===== src/rtl/rks_pkg.sv =====
package rks_pkg;

	localparam int KEY_W           = 32;
	localparam int TAG_W           = 6;
	localparam int MAX_RECORDS_DEF = 64;

	typedef struct packed {
		logic [KEY_W-1:0] record_key;
		logic [TAG_W-1:0] record_tag;
		logic             set_last;
	} load_beat_t;

	typedef struct packed {
		logic [KEY_W-1:0] sorted_key;
		logic [TAG_W-1:0] sorted_tag;
		logic             out_last;
	} sort_beat_t;

	typedef struct packed {
		logic [KEY_W-1:0] key;
		logic [TAG_W-1:0] tag;
	} cell_rec_t;

	// chain-wide command to every cell
	typedef struct packed {
		logic insert;
		logic drain;
	} cell_ctrl_t;

endpackage


===== src/rtl/rks_cell.sv =====
module rks_cell
	import rks_pkg::*;
(
	input  logic       clk,
	input  logic       arst_n,
	input  cell_ctrl_t ctrl,
	input  cell_rec_t  new_rec,
	input  logic       prev_place,
	input  logic       prev_occ,
	input  cell_rec_t  prev_rec,
	input  logic       next_occ,
	input  cell_rec_t  next_rec,
	output logic       occ,
	output cell_rec_t  rec,
	output logic       place
);

	logic      occ_q;
	cell_rec_t rec_q;

	// strict compare keeps equal keys in load order
	assign place = !occ_q || (rec_q.key > new_rec.key);
	assign occ   = occ_q;
	assign rec   = rec_q;

	always_ff @(posedge clk or negedge arst_n) begin
		if (!arst_n) begin
			occ_q <= 1'b0;
		end else if (ctrl.drain) begin
			occ_q <= next_occ;
		end else if (ctrl.insert && place) begin
			occ_q <= prev_place ? prev_occ : 1'b1;
		end
	end

	always_ff @(posedge clk) begin
		if (ctrl.drain) begin
			rec_q <= next_rec;
		end else if (ctrl.insert && place) begin
			rec_q <= prev_place ? prev_rec : new_rec;
		end
	end

endmodule


===== config.mk =====
export PLATFORM = sky130hd
export DESIGN_NAME = rks_cell
export DESIGN_NICKNAME = d
export VERILOG_FILES = /design/src/rtl/rks_pkg.sv /design/src/rtl/rks_cell.sv
export SDC_FILE = /design/constraint.sdc
export NUM_CORES = 1
export LEC_CHECK = 0
export BUFFER_PORTS_ARGS = -buffer_cell sky130_fd_sc_hd__buf_2
export CAP_MARGIN = 25
export CORE_UTILIZATION = 25
export CTS_CLUSTER_SIZE = 12
export DETAILED_ROUTE_END_ITERATION = 8
export HOLD_SLACK_MARGIN = 0.15
export PLACE_DENSITY_LB_ADDON = 0.08
export SYNTH_ARGS = -nofsm -noshare
export SYNTH_HDL_FRONTEND = slang
export SYNTH_SLANG_ARGS = --single-unit

===== constraint.sdc =====
create_clock -name clk -period 5.5 [get_ports clk]
set_input_delay 0.275 -clock clk [delete_from_list [all_inputs] [get_ports clk]]
set_output_delay 0.275 -clock clk [all_outputs]
set_load 0.02 [all_outputs]

==> qor.yml <==
status: "complete, no violations"
ys_seq_area_frac: 0.411
numPortBuffers: 160
drive_above_1_share: 0.376
numCtsBuffers: 5
synth_xor_area_frac: 0
drv_slew: 0
grt_start_max_net_pins: 78
clkTransAtPathRegs_ps: 60
syn-num-nets: 450
die_y_um: 109
ir_drop_v: 0.000129
min_to: "rec[24]$_DFFE_PP_"
vias_per_cell: 4.42
path_buf_inv: 1
grt_setup_unrepaired: "false"
synthMuxAreaShare: 0.134
start_kind: "register"
wl_um: 7910
cts_tree: "built"
clk-insertion-delay-late_ps: 280
drc: 0
grt_overflow_total: 0
post-route-period-util: 0.542
r2r-start: "rec[35]$_DFFE_PP_"
rows: 38
crit_required_ps: 5440
avgSynthCellArea_um2: 9.56
fin_nets: 609
fmax_mhz: 335
wl_per_cell_um: 13.2
io_pins: 161
synth_compound_gate_area_share: 0.136
hold_viol: 0
initial_core_util: 0.260
worst_pin_slew_ps: 702
slowest_delay_ps: 440
ctsResizeCount: 0
crit_fanout: 27
grt_util_all_layers: 0.132
finalCriticalPeriod_ps: 2980
dp_hpwl_um: 6230
ant_nets: 0
rr_endpoint: "rec[21]$_DFFE_PP_"
power_density_nw_per_um2: 244
critPathArrivalTime_ps: 2920
first_pass_iters: 6
ys_ff_latch: 39
n_fill_cell: 1190
final_cell_mix: "160 x buf_2, 48 x nand2_1, 43 x o21ai_0"
crit_path_end_kind: "register"
synthAdderAreaFrac: 0.141
whs_path_depth: 3
layout_commonest_cell: "buf_2"
die_area_um2: 11800
syn_inst: 297
die_w_um: 109
htreeDepth: 2
r2r_setup_slack_ps: 2520
min-delay-start: "next_rec[24]"
ys_warn_count: 0
cap_violations: 0
core_um2: 10900
path_class: "reg -> reg"
skew_ps: 2.84
grt_pass1_wl_um: 11900
slew_headroom: 0.532
setup_viol: 0
drt_first_iter_violations: 77
r2r_cells: 8
utilization: 0.361
yosys.area_share.simple: 0.114
clkSinkCount: 39
synth.cell_area_um2: 2840
gp_congestion: 0.687
final.setup.tns_ps: 0
grt_pass1_vias: 2450
synth_top_family_by_area: "adder cells"
hold_path_class: "in -> reg"
cts_buffer_depth: 2
ctsRootBufferMaster: "clkbuf_16"
p_leak_nw: 2.02
antenna_found_initial: 1
num_vias: 2646
worstPathCellList: "ha_1, nand4_1, nor2_1, a22oi_2, or4b_4, and4b_1, o221ai_4, buf_4"
slowest_stage: "buf_4"
synth.distinct_cells: 31
crit_family: "simple AND/OR/NAND/NOR gates"
area_growth_pct: 39.1
-- cell usage after synthesis --
| cell type | n | share of area |
|---|---|---|
| mux2i_1 | 38 | 0.13 |
| clkbuf_1 | 8 | 0.011 |
| a21oi_1 | 13 | 0.023 |
| nand4b_1 | 1 | 0.0031 |
| edfxtp_1 | 38 | 0.40 |
| a211oi_1 | 1 | 0.0026 |
| nand2_1 | 48 | 0.063 |
| a22oi_2 | 1 | 0.0044 |
| nand4_1 | 6 | 0.013 |
| o21ai_1 | 2 | 0.0035 |
| inv_1 | 36 | 0.048 |
| dfrtp_1 | 1 | 0.0088 |
| a21o_1 | 1 | 0.0026 |
| a221oi_1 | 1 | 0.0031 |
| nand3_1 | 2 | 0.0035 |
| or4b_4 | 1 | 0.0048 |
| nor2_1 | 8 | 0.011 |
| and4b_1 | 1 | 0.0035 |
| o221ai_2 | 1 | 0.0053 |
| buf_1 | 1 | 0.0013 |
| nor4_1 | 2 | 0.0044 |
| o31ai_1 | 1 | 0.0026 |
| buf_2 | 3 | 0.0053 |
| nor3_1 | 1 | 0.0018 |
| o22ai_1 | 2 | 0.0044 |
| ha_1 | 32 | 0.14 |
| o21a_1 | 1 | 0.0026 |
| nand2b_1 | 1 | 0.0022 |
| a41oi_2 | 1 | 0.0057 |
| o21ai_0 | 43 | 0.076 |
| and4_1 | 1 | 0.0031 |
-- cell families after synthesis --
logic type / count (synthesis)
AOI/OAI and AO/OA: 68
DFF: 39
and+or+nand+nor: 72
adders and majority gates: 32
muxes: 38
buffers and inverters: 48
-- power by group --
part           total, mW  internal [mW]  switching (mW)
logic              0.292          0.120           0.172
registers          0.393          0.374          0.0195
clock network      0.279          0.169           0.110
total              0.965          0.663           0.302
-- how the worst max path moves through the flow --
stage,cells after the start,from,to
5_1_grt,8,rec[37]$_DFFE_PP_,rec[16]$_DFFE_PP_
3_5_place_dp,10,new_rec[36],rec[1]$_DFFE_PP_
4_1_cts,8,rec[35]$_DFFE_PP_,rec[26]$_DFFE_PP_
3_3_place_gp,10,new_rec[35],rec[26]$_DFFE_PP_
2_1_floorplan,7,rec[37]$_DFFE_PP_,rec[0]$_DFFE_PP_
6_report,8,rec[35]$_DFFE_PP_,rec[21]$_DFFE_PP_
-- area by class of cell --
cell class              count  area [µm²]  area share
multi-input cells         210        1500       0.380
diodes                      1        2.50    0.000634
clock buffers               8         136      0.0345
inverters                  36         135      0.0342
flip-flops and latches     39        1170       0.295
repair buffers            164         833       0.211
well taps                 140         175      0.0444
-- timing repair --
| action | CTS | global route |
|---|---|---|
| endpoints found under the hold margin | 1 | 0 |
| endpoints found under the setup margin | 0 | 0 |
| setup buffers | 0 | 0 |
| hold buffers | 1 | 0 |
-- per-layer routing --
| metal | track usage | vias up | share of wire |
|---|---|---|---|
| met3 | 0.0253 | 4 | 0.070 |
| met2 | 0.215 | 101 | 0.45 |
| met5 | 0 | - | 0 |
| met4 | 0.0405 | 0 | 0.0091 |
| met1 | 0.175 | 1155 | 0.47 |
| li1 | - | 1386 | - |
-- tightest hold or removal path, cell delays in order --
cell	delay, ps
buf_2	70
nand2_1	40
o21ai_0	50
-- state kept, by name, summed over array words and instances (netlist names) --
signal	cells
occ	1
rec	38
-- through the flow --
step | cell area [µm²] | hold slack (ps) | std cells | setup WS (ps) | total power [mW]
2_1_floorplan | 2840 | -20.6 | 297 | 2270 | 0.572
5_1_grt | 3950 | 279 | 597 | 2240 | 1.03
3_3_place_gp | 3800 | 51.5 | 588 | 2480 | 0.695
3_5_place_dp | 3800 | 51.7 | 588 | 2420 | 0.697
4_1_cts | 3950 | 269 | 597 | 2430 | 0.984
6_report | 3950 | 272 | 598 | 2520 | 0.965
No activity file was read; power rests on OpenSTA's default activity.
